**src/lhc_pkg.sv**
```systemverilog
`default_nettype none

package lhc_pkg;

  // Byte codes that steer the scanner
  localparam logic [7:0] CH_PERCENT   = 8'h25;
  localparam logic [7:0] CH_BACKSLASH = 8'h5C;
  localparam logic [7:0] CH_DOLLAR    = 8'h24;
  localparam logic [7:0] CH_STAR      = 8'h2A;
  localparam logic [7:0] CH_LBRACE    = 8'h7B;
  localparam logic [7:0] CH_RBRACE    = 8'h7D;
  localparam logic [7:0] CH_AMP       = 8'h26;
  localparam logic [7:0] CH_NEWLINE   = 8'h0A;

  // Token classes
  localparam logic [2:0] CLS_PLAIN   = 3'd0;
  localparam logic [2:0] CLS_COMMENT = 3'd1;
  localparam logic [2:0] CLS_KEYWORD = 3'd2;
  localparam logic [2:0] CLS_MATH    = 3'd3;
  localparam logic [2:0] CLS_MARKUP  = 3'd4;

  // Scanner mode, one-hot
  typedef enum logic [9:0] {
    MODE_NORMAL      = 10'b00_0000_0001,
    MODE_COMMENT     = 10'b00_0000_0010,
    MODE_CMD_FIRST   = 10'b00_0000_0100,
    MODE_CMD_WORD    = 10'b00_0000_1000,
    MODE_MATH_OPEN   = 10'b00_0001_0000,
    MODE_INLINE      = 10'b00_0010_0000,
    MODE_INLINE_ESC  = 10'b00_0100_0000,
    MODE_DISPLAY     = 10'b00_1000_0000,
    MODE_DISPLAY_ESC = 10'b01_0000_0000,
    MODE_DCLOSE      = 10'b10_0000_0000
  } mode_t;

  // Classification of one byte
  typedef struct packed {
    logic [2:0] token_class;
    logic       token_begins;
  } tok_res_t;

  function automatic logic is_letter(input logic [7:0] c);
    is_letter = ((c >= 8'h41) && (c <= 8'h5A)) || ((c >= 8'h61) && (c <= 8'h7A));
  endfunction

endpackage

`default_nettype wire

```
**src/lhc_stream_if.sv**
```systemverilog
`default_nettype none

// Input byte channel
interface lhc_in_if;
  logic       valid;
  logic       ready;
  logic [7:0] text_byte;
  logic       final_byte;

  modport source (output valid, output text_byte, output final_byte, input ready);
  modport sink   (input valid, input text_byte, input final_byte, output ready);
endinterface

// Result channel
interface lhc_out_if;
  logic       valid;
  logic       ready;
  logic [2:0] token_class;
  logic       token_begins;

  modport source (output valid, output token_class, output token_begins, input ready);
  modport sink   (input valid, input token_class, input token_begins, output ready);
endinterface

`default_nettype wire

```
**src/lhc_classify.sv**
```systemverilog
`default_nettype none

module lhc_classify (
  input  wire lhc_pkg::mode_t mode_i,
  input  wire logic [7:0]     byte_i,
  input  wire logic           final_i,
  output lhc_pkg::mode_t      mode_nxt_o,
  output lhc_pkg::tok_res_t   res_o
);
  import lhc_pkg::*;

  mode_t    norm_mode;
  tok_res_t norm_res;
  mode_t    step_mode;

  // Classify the byte as if it arrived in normal mode
  always_comb begin
    norm_res.token_begins = 1'b1;
    norm_mode             = MODE_NORMAL;
    if (byte_i == CH_PERCENT) begin
      norm_res.token_class = CLS_COMMENT;
      norm_mode            = MODE_COMMENT;
    end else if (byte_i == CH_BACKSLASH) begin
      norm_res.token_class = CLS_KEYWORD;
      norm_mode            = MODE_CMD_FIRST;
    end else if (byte_i == CH_DOLLAR) begin
      norm_res.token_class = CLS_MATH;
      norm_mode            = MODE_MATH_OPEN;
    end else if ((byte_i == CH_LBRACE) || (byte_i == CH_RBRACE) || (byte_i == CH_AMP)) begin
      norm_res.token_class = CLS_MARKUP;
    end else begin
      norm_res.token_class  = CLS_PLAIN;
      norm_res.token_begins = 1'b0;
    end
  end

  // Advance the scanner by one byte
  always_comb begin
    res_o     = '{token_class: CLS_MATH, token_begins: 1'b0};
    step_mode = mode_i;
    unique case (mode_i)
      MODE_COMMENT: begin
        if (byte_i == CH_NEWLINE) begin
          res_o     = norm_res;
          step_mode = norm_mode;
        end else begin
          res_o.token_class = CLS_COMMENT;
        end
      end
      MODE_CMD_FIRST: begin
        res_o.token_class = CLS_KEYWORD;
        step_mode         = is_letter(byte_i) ? MODE_CMD_WORD : MODE_NORMAL;
      end
      MODE_CMD_WORD: begin
        if (is_letter(byte_i)) begin
          res_o.token_class = CLS_KEYWORD;
        end else if (byte_i == CH_STAR) begin
          res_o.token_class = CLS_KEYWORD;
          step_mode         = MODE_NORMAL;
        end else begin
          res_o     = norm_res;
          step_mode = norm_mode;
        end
      end
      MODE_MATH_OPEN: begin
        if (byte_i == CH_DOLLAR)         step_mode = MODE_DISPLAY;
        else if (byte_i == CH_BACKSLASH) step_mode = MODE_INLINE_ESC;
        else                             step_mode = MODE_INLINE;
      end
      MODE_INLINE: begin
        if (byte_i == CH_BACKSLASH)   step_mode = MODE_INLINE_ESC;
        else if (byte_i == CH_DOLLAR) step_mode = MODE_NORMAL;
      end
      MODE_INLINE_ESC: begin
        step_mode = MODE_INLINE;
      end
      MODE_DISPLAY: begin
        if (byte_i == CH_BACKSLASH)   step_mode = MODE_DISPLAY_ESC;
        else if (byte_i == CH_DOLLAR) step_mode = MODE_DCLOSE;
      end
      MODE_DISPLAY_ESC: begin
        step_mode = MODE_DISPLAY;
      end
      MODE_DCLOSE: begin
        if (byte_i == CH_DOLLAR) begin
          step_mode = MODE_NORMAL;
        end else begin
          res_o     = norm_res;
          step_mode = norm_mode;
        end
      end
      default: begin
        res_o     = norm_res;
        step_mode = norm_mode;
      end
    endcase
  end

  // Drop back to normal mode after the last byte of a text
  assign mode_nxt_o = final_i ? MODE_NORMAL : step_mode;

endmodule

`default_nettype wire

```
**src/latex_highlight_classifier_unit.sv**
```systemverilog
`default_nettype none

// Path: the input register captures each input transaction, then the result register holds its
// classification until the result transaction.
// Throughput: one byte per cycle unless out_ch.ready blocks the output; the scan mode register
// updates as a byte moves from the input register into the result register.
// Reset (rst_n low, synchronous): both pipeline stages empty, scan mode normal.

module latex_highlight_classifier_unit (
  input  wire logic  clk,
  input  wire logic  rst_n,
  lhc_in_if.sink     in_ch,
  lhc_out_if.source  out_ch
);
  import lhc_pkg::*;

  logic       s1_valid_r, s1_valid_nxt;
  logic [7:0] s1_byte_r;
  logic       s1_final_r;
  logic       out_valid_r, out_valid_nxt;
  tok_res_t   out_res_r;
  mode_t      mode_r, mode_nxt;
  tok_res_t   cls_res;
  logic       s1_adv;
  logic       in_take;

  // Stage handshakes: the result register frees the input stage
  assign s1_adv      = s1_valid_r && (!out_valid_r || out_ch.ready);
  assign in_ch.ready = !s1_valid_r || s1_adv;
  assign in_take     = in_ch.valid && in_ch.ready;

  lhc_classify u_classify (
    .mode_i     (mode_r),
    .byte_i     (s1_byte_r),
    .final_i    (s1_final_r),
    .mode_nxt_o (mode_nxt),
    .res_o      (cls_res)
  );

  assign s1_valid_nxt  = in_take || (s1_valid_r && !s1_adv);
  assign out_valid_nxt = s1_adv || (out_valid_r && !out_ch.ready);

  // Control state
  always_ff @(posedge clk) begin
    if (!rst_n) begin
      s1_valid_r  <= 1'b0;
      out_valid_r <= 1'b0;
      mode_r      <= MODE_NORMAL;
    end else begin
      s1_valid_r  <= s1_valid_nxt;
      out_valid_r <= out_valid_nxt;
      if (s1_adv) begin
        mode_r <= mode_nxt;
      end
    end
  end

  // Capture the input transaction
  always_ff @(posedge clk) begin
    if (in_take) begin
      s1_byte_r  <= in_ch.text_byte;
      s1_final_r <= in_ch.final_byte;
    end
  end

  // Hold the result until it is taken
  always_ff @(posedge clk) begin
    if (s1_adv) begin
      out_res_r <= cls_res;
    end
  end

  assign out_ch.valid        = out_valid_r;
  assign out_ch.token_class  = out_res_r.token_class;
  assign out_ch.token_begins = out_res_r.token_begins;

  // The last byte of a text always leaves the scanner in normal mode
  a_final_resets: assert property (@(posedge clk) disable iff (!rst_n)
    (s1_adv && s1_final_r) |=> (mode_r == MODE_NORMAL))
    else $error("scan mode not normal after last byte");

  // Plain bytes never open a token
  a_plain_no_begin: assert property (@(posedge clk) disable iff (!rst_n)
    (out_valid_r && (out_res_r.token_class == CLS_PLAIN)) |-> !out_res_r.token_begins)
    else $error("plain byte marked as token start");

  // Input stalls only when both stages are full and the output is blocked
  a_stall_cause: assert property (@(posedge clk) disable iff (!rst_n)
    !in_ch.ready |-> (s1_valid_r && out_valid_r && !out_ch.ready))
    else $error("input stalled without backpressure");

  // A stage-one item moving out always lands in the result register
  a_advance_fills: assert property (@(posedge clk) disable iff (!rst_n)
    s1_adv |=> out_valid_r)
    else $error("advanced item lost");

  // Class codes stay within the defined set
  a_class_range: assert property (@(posedge clk) disable iff (!rst_n)
    out_valid_r |-> (out_res_r.token_class <= CLS_MARKUP))
    else $error("token class out of range");

endmodule

`default_nettype wire
```
**src/flat_wrapper.sv**
```systemverilog
// flat-port wrapper written by rule: the top's interface ports become plain ports
module latex_highlight_classifier_unit_flat import lhc_pkg::*;
  (clk, rst_n, in_ch_valid, in_ch_text_byte, in_ch_final_byte, in_ch_ready, out_ch_valid, out_ch_token_class, out_ch_token_begins, out_ch_ready);
  lhc_in_if in_ch_i ();
  lhc_out_if out_ch_i ();
  input  wire logic clk;
  input  wire logic rst_n;
  input wire logic [$bits(in_ch_i.valid)-1:0] in_ch_valid;
  input wire logic [$bits(in_ch_i.text_byte)-1:0] in_ch_text_byte;
  input wire logic [$bits(in_ch_i.final_byte)-1:0] in_ch_final_byte;
  output wire logic [$bits(in_ch_i.ready)-1:0] in_ch_ready;
  output wire logic [$bits(out_ch_i.valid)-1:0] out_ch_valid;
  output wire logic [$bits(out_ch_i.token_class)-1:0] out_ch_token_class;
  output wire logic [$bits(out_ch_i.token_begins)-1:0] out_ch_token_begins;
  input wire logic [$bits(out_ch_i.ready)-1:0] out_ch_ready;
  assign in_ch_i.valid = in_ch_valid;
  assign in_ch_i.text_byte = in_ch_text_byte;
  assign in_ch_i.final_byte = in_ch_final_byte;
  assign in_ch_ready = in_ch_i.ready;
  assign out_ch_valid = out_ch_i.valid;
  assign out_ch_token_class = out_ch_i.token_class;
  assign out_ch_token_begins = out_ch_i.token_begins;
  assign out_ch_i.ready = out_ch_ready;
  latex_highlight_classifier_unit u_core (.clk(clk), .rst_n(rst_n), .in_ch(in_ch_i), .out_ch(out_ch_i));
endmodule
```
**config.mk**
```make
export PLATFORM = sky130hd
export DESIGN_NAME = latex_highlight_classifier_unit_flat
export DESIGN_NICKNAME = d
export VERILOG_FILES = /design/src/lhc_pkg.sv /design/src/lhc_stream_if.sv /design/src/lhc_classify.sv /design/src/latex_highlight_classifier_unit.sv /design/src/flat_wrapper.sv
export SDC_FILE = /design/constraint.sdc
export NUM_CORES = 1
export LEC_CHECK = 0
export BUFFER_PORTS_ARGS = -buffer_cell sky130_fd_sc_hd__buf_4
export CAP_MARGIN = 10
export CORE_AREA = 8 8 93 62
export CTS_CLUSTER_SIZE = 8
export DETAILED_ROUTE_END_ITERATION = 6
export DIE_AREA = 0 0 101 70
export HOLD_SLACK_MARGIN = 0.02
export PLACE_DENSITY = 0.51
export SYNTH_ARGS = -nofsm -noshare
export SYNTH_HDL_FRONTEND = slang
export SYNTH_SLANG_ARGS = --single-unit
```
**constraint.sdc**
```tcl
create_clock -name clk -period 3.3 [get_ports clk]
set_input_delay 0.33 -clock clk [delete_from_list [all_inputs] [get_ports clk]]
set_output_delay 0.33 -clock clk [all_outputs]
set_load 0.1 [all_outputs]
```
==> impl_metrics.json <==
{
  "outcome": "finished, final reports clean",
  "routed-via-count": 1368,
  "comb_power_share": 0.119,
  "sequential_share_of_power": 0.573,
  "mappedNetlistNets": 187,
  "grt_pass1_vias": 1351,
  "synth_cells": 174,
  "total_switching_power_uw": 161.1,
  "hold_path_depth": 1,
  "critical-path-slowest-cell": "nor4b_1",
  "drc": 0,
  "routed_via_density": 5.450,
  "layout_setup_ws_ns": 0.7363,
  "regToRegEndpoint": "u_core.mode_r[7]",
  "cp_cell_sequence": "nor4b_1 -> o211ai_1 -> a32o_1 -> a21oi_4 -> nor4b_4 -> o21a_1",
  "totalWireLength_um": 3865,
  "rrSetupSlack_ns": 0.74,
  "path_max_fanout": 16,
  "synth-main-ff-cell": "edfxtp_1",
  "cts_hold_repair.buffers": 0,
  "final_wtd_congestion": 0.9369,
  "intPower_uw": 446.7,
  "synth.top_cell.area_share": 0.2500,
  "min-delay-start": "in_ch_final_byte",
  "clkPwrFrac": 0.307,
  "critPathLaunchType": "flop",
  "setup_viol_count_final": 0,
  "synth-seq-area-share": 0.4038,
  "final_hold_viol_count": 0,
  "timing.setup.critical_path_class": "reg -> reg",
  "leading_post_synthesis_cells_by_cell_area": "edfxtp_1, dfxtp_1, nor2b_1",
  "boundaryPins": 19,
  "placed_cells": 247,
  "grt_overflow_total": 0,
  "num_antenna_cells": 0,
  "tritoncts": "yes",
  "grt_max_degree": 17,
  "yosys_register_bits": 25,
  "port_buffers": 18,
  "fin_util": 0.4088,
  "p_leak_nw": 0.6093,
  "critical_path.reg2reg.startpoint": "u_core.s1_byte_r[3]",
  "ctsRootBufferMaster": "clkbuf_8",
  "numClockSinks": 25,
  "power.density_cell_area_mw_per_mm2": 340.0,
  "fraction_of_power_spent_switching_nets": 0.2651,
  "routedWlPerCell_um": 15.40,
  "number_of_flops_mapped_to_enable_cells_by_yosys": 13,
  "synth.lib_cells_used.distinct": 54,
  "relSlewSlack": 0.4931,
  "maximum_vdd_ir_drop_mv": 0.1529,
  "final.setup_skew_ns": 0.003043,
  "clock_tree.htree_level_count": 1,
  "final.fill_count": 438,
  "cts-buffers-inserted": 3,
  "worst_path_largest_cell_delay_ns": 0.64,
  "critical_path_required_ns": 3.52,
  "worst_slew_pin_slew_ns": 0.7533,
  "initial_core_util": 0.3570,
  "global_route.usage.total": 0.1166,
  "max_clock_freq_mhz": 390.1,
  "clock_pin_slew_of_the_registers_on_the_worst_case_setup_and_hold_paths_ns": 0.09,
  "setup-tns-final_ns": 0,
  "post-synth-top-area-cell": "edfxtp_1",
  "count_of_synthesis_stage_warnings_from_yosys": 0,
  "die-height_um": 70,
  "ant_nets": 0,
  "number_of_detailed_route_iterations_in_the_first_pass": 4,
  "met1_length_um": 1924,
  "final_cells": 251,
  "antenna_found_initial": 0,
  "row_count": 19,
  "cts.repair_timing.setup_buffer_count": 0,
  "syn-cell-area_sq_mm": 0.001561,
  "post_cts_resize_count": 0,
  "die_w_um": 101,
  "top_layer_used": "met4",
  "hold_path.class": "in -> reg",
  "dp_worst_setup_slack_ns": 0.7793,
  "slew_violations": 0,
  "hold-path-endpoint": "u_core.s1_final_r",
  "synthesis.area_per_instance_sq_um": 8.974,
  "timing.critical_path.arrival_ns": 2.79,
  "core_area_sq_mm": 0.004374,
  "ctsLongestPathBuffers": 2,
  "drt_iter0_drc": 115,
  "clock_latency_ns": 0.27,
  "grt_first_pass_wirelength_um": 6624,
  "layout-area-overhead-vs-synth_pct": 14.50,
  "setup.worst_path.end_class": "flop",
  "detailedPlacementHpwl_um": 3014,
  "met2WireLength_um": 1579,
  "max_cap_violations": 0,
  "synthArstFlopShare": 0,
  "fin_crit_sh": 0.7769,
  "fin_nets": 202,
  "final_layout_size_suffix_gt1_frac": 0.1436,
  "detailroute.wirelength.met3_um": 327,
  "grt_setup_unrepaired": "false",
  "timing.final.crit_period_ns": 2.564,
  "ff2ff_path_depth": 6,
  "die-area_sq_mm": 0.007070
}
## cells in the mapped netlist, types with 2 or more instances
| cell type | count |
|---|---|
| mux2i_1 | 3 |
| o311ai_0 | 3 |
| nor3_1 | 8 |
| and2_1 | 2 |
| nand3_1 | 4 |
| nor2b_1 | 14 |
| a21oi_1 | 2 |
| o211ai_1 | 2 |
| or3_1 | 4 |
| o21ai_0 | 7 |
| o21a_1 | 4 |
| inv_1 | 4 |
| nand2_1 | 16 |
| nor2_1 | 16 |
| nor4_1 | 3 |
| nand4_1 | 4 |
| nor3b_1 | 3 |
| edfxtp_1 | 13 |
| dfxtp_1 | 12 |
| nand2b_1 | 3 |
| clkbuf_1 | 8 |
| xnor2_1 | 2 |
| nand3b_1 | 6 |
## worst max-delay path, delay by kind of cell (launching register included)
kind	cells	cell delay (ns)
flip-flops	1	0.45
AO/OA/AOI/OAI	4	1.16
AND/OR/NAND/NOR	2	0.91
## sequential cells by signal, summed over array words and instances (netlist names)
register	cells
u_core.mode_r	10
u_core.s1_byte_r	8
u_core.out_ch.token_class	3
u_core.out_ch.token_begins	1
u_core.out_ch.valid	1
u_core.s1_final_r	1
u_core.s1_valid_r	1
## power groups by stage
stage	Clock [mW]	Combinational (mW)	Sequential (mW)
floorplan	0	0.0273	0.376
global placement	0	0.0719	0.355
detailed placement	0	0.0727	0.355
CTS	0.196	0.0728	0.348
global route	0.208	0.0772	0.350
finish	0.187	0.0726	0.348
## worst max path at each step
stage / to / cells past startpoint / start / slack [ns]
CTS: u_core.mode_r[2] / 6 / u_core.s1_byte_r[3] / 0.75
finish: u_core.mode_r[7] / 6 / u_core.s1_byte_r[3] / 0.74
global route: u_core.mode_r[2] / 6 / u_core.s1_byte_r[4] / 0.52
global placement: u_core.mode_r[7] / 6 / u_core.s1_byte_r[2] / 0.80
floorplan: u_core.s1_byte_r[0] / 3 / u_core.out_ch.valid / 0.67
detailed placement: u_core.mode_r[7] / 6 / u_core.s1_byte_r[3] / 0.78
## cell type report
| cell class | count | area [sq um] | share of cell area |
|---|---|---|---|
| Multi-Input combinational cell | 136 | 874.6 | 0.4892 |
| Sequential cell | 25 | 630.6 | 0.3527 |
| Timing Repair Buffer | 19 | 142.6 | 0.07978 |
| Tap cell | 63 | 78.83 | 0.04409 |
| Clock buffer | 3 | 41.29 | 0.02309 |
| Inverter | 4 | 15.01 | 0.008398 |
| Clock inverter | 1 | 5.005 | 0.002799 |
## metrics by stage
| stage | instance area (sq um) | hold WS, ns | power [mW] |
|---|---|---|---|
| after floorplan | 1562 | 0.4289 | 0.4030 |
| after global placement | 1742 | 0.4945 | 0.4273 |
| after detailed placement | 1742 | 0.5084 | 0.4281 |
| after CTS | 1788 | 0.2202 | 0.6174 |
| after global routing | 1788 | 0.2045 | 0.6355 |
| final | 1788 | 0.2259 | 0.6079 |
## kinds of logic (layout without fill, tap and decap cells)
kind of cell / Yosys count / count (layout) / share of synthesized area
multiplexers: 3 / 3 / 0.01923
buffers and inverters: 13 / 27 / 0.03606
flip-flops: 25 / 25 / 0.4038
AO/OA/AOI/OAI: 38 / 38 / 0.1827
AND/OR/NAND/NOR: 92 / 92 / 0.3413
XOR/XNOR: 3 / 3 / 0.01683
## placed cells by master (no fill, tap or decap), drive strengths merged, types with 2 or more instances in the layout
master  netlist  final
a21boi        2      2
a21oi         3      3
and2          2      2
buf           1     19
clkbuf        8      3
dfxtp        12     12
edfxtp       13     13
inv           4      4
mux2i         3      3
nand2        16     16
nand2b        3      3
nand3         4      4
nand3b        6      6
nand4         4      4
nor2         16     16
nor2b        14     14
nor3          8      8
nor3b         3      3
nor4          3      3
nor4b         2      2
o211ai        2      2
o21a          4      4
o21ai         8      8
o311ai        3      3
or3           4      4
xnor2         2      2
## metal layers
metal  up-vias  global-route usage
li1        679                   -
met1       635              0.1570
met2        52              0.1683
met3         2             0.04451
met4         0             0.02956
met5         -                   0
Note: power is estimated with default switching activity, not from simulation.
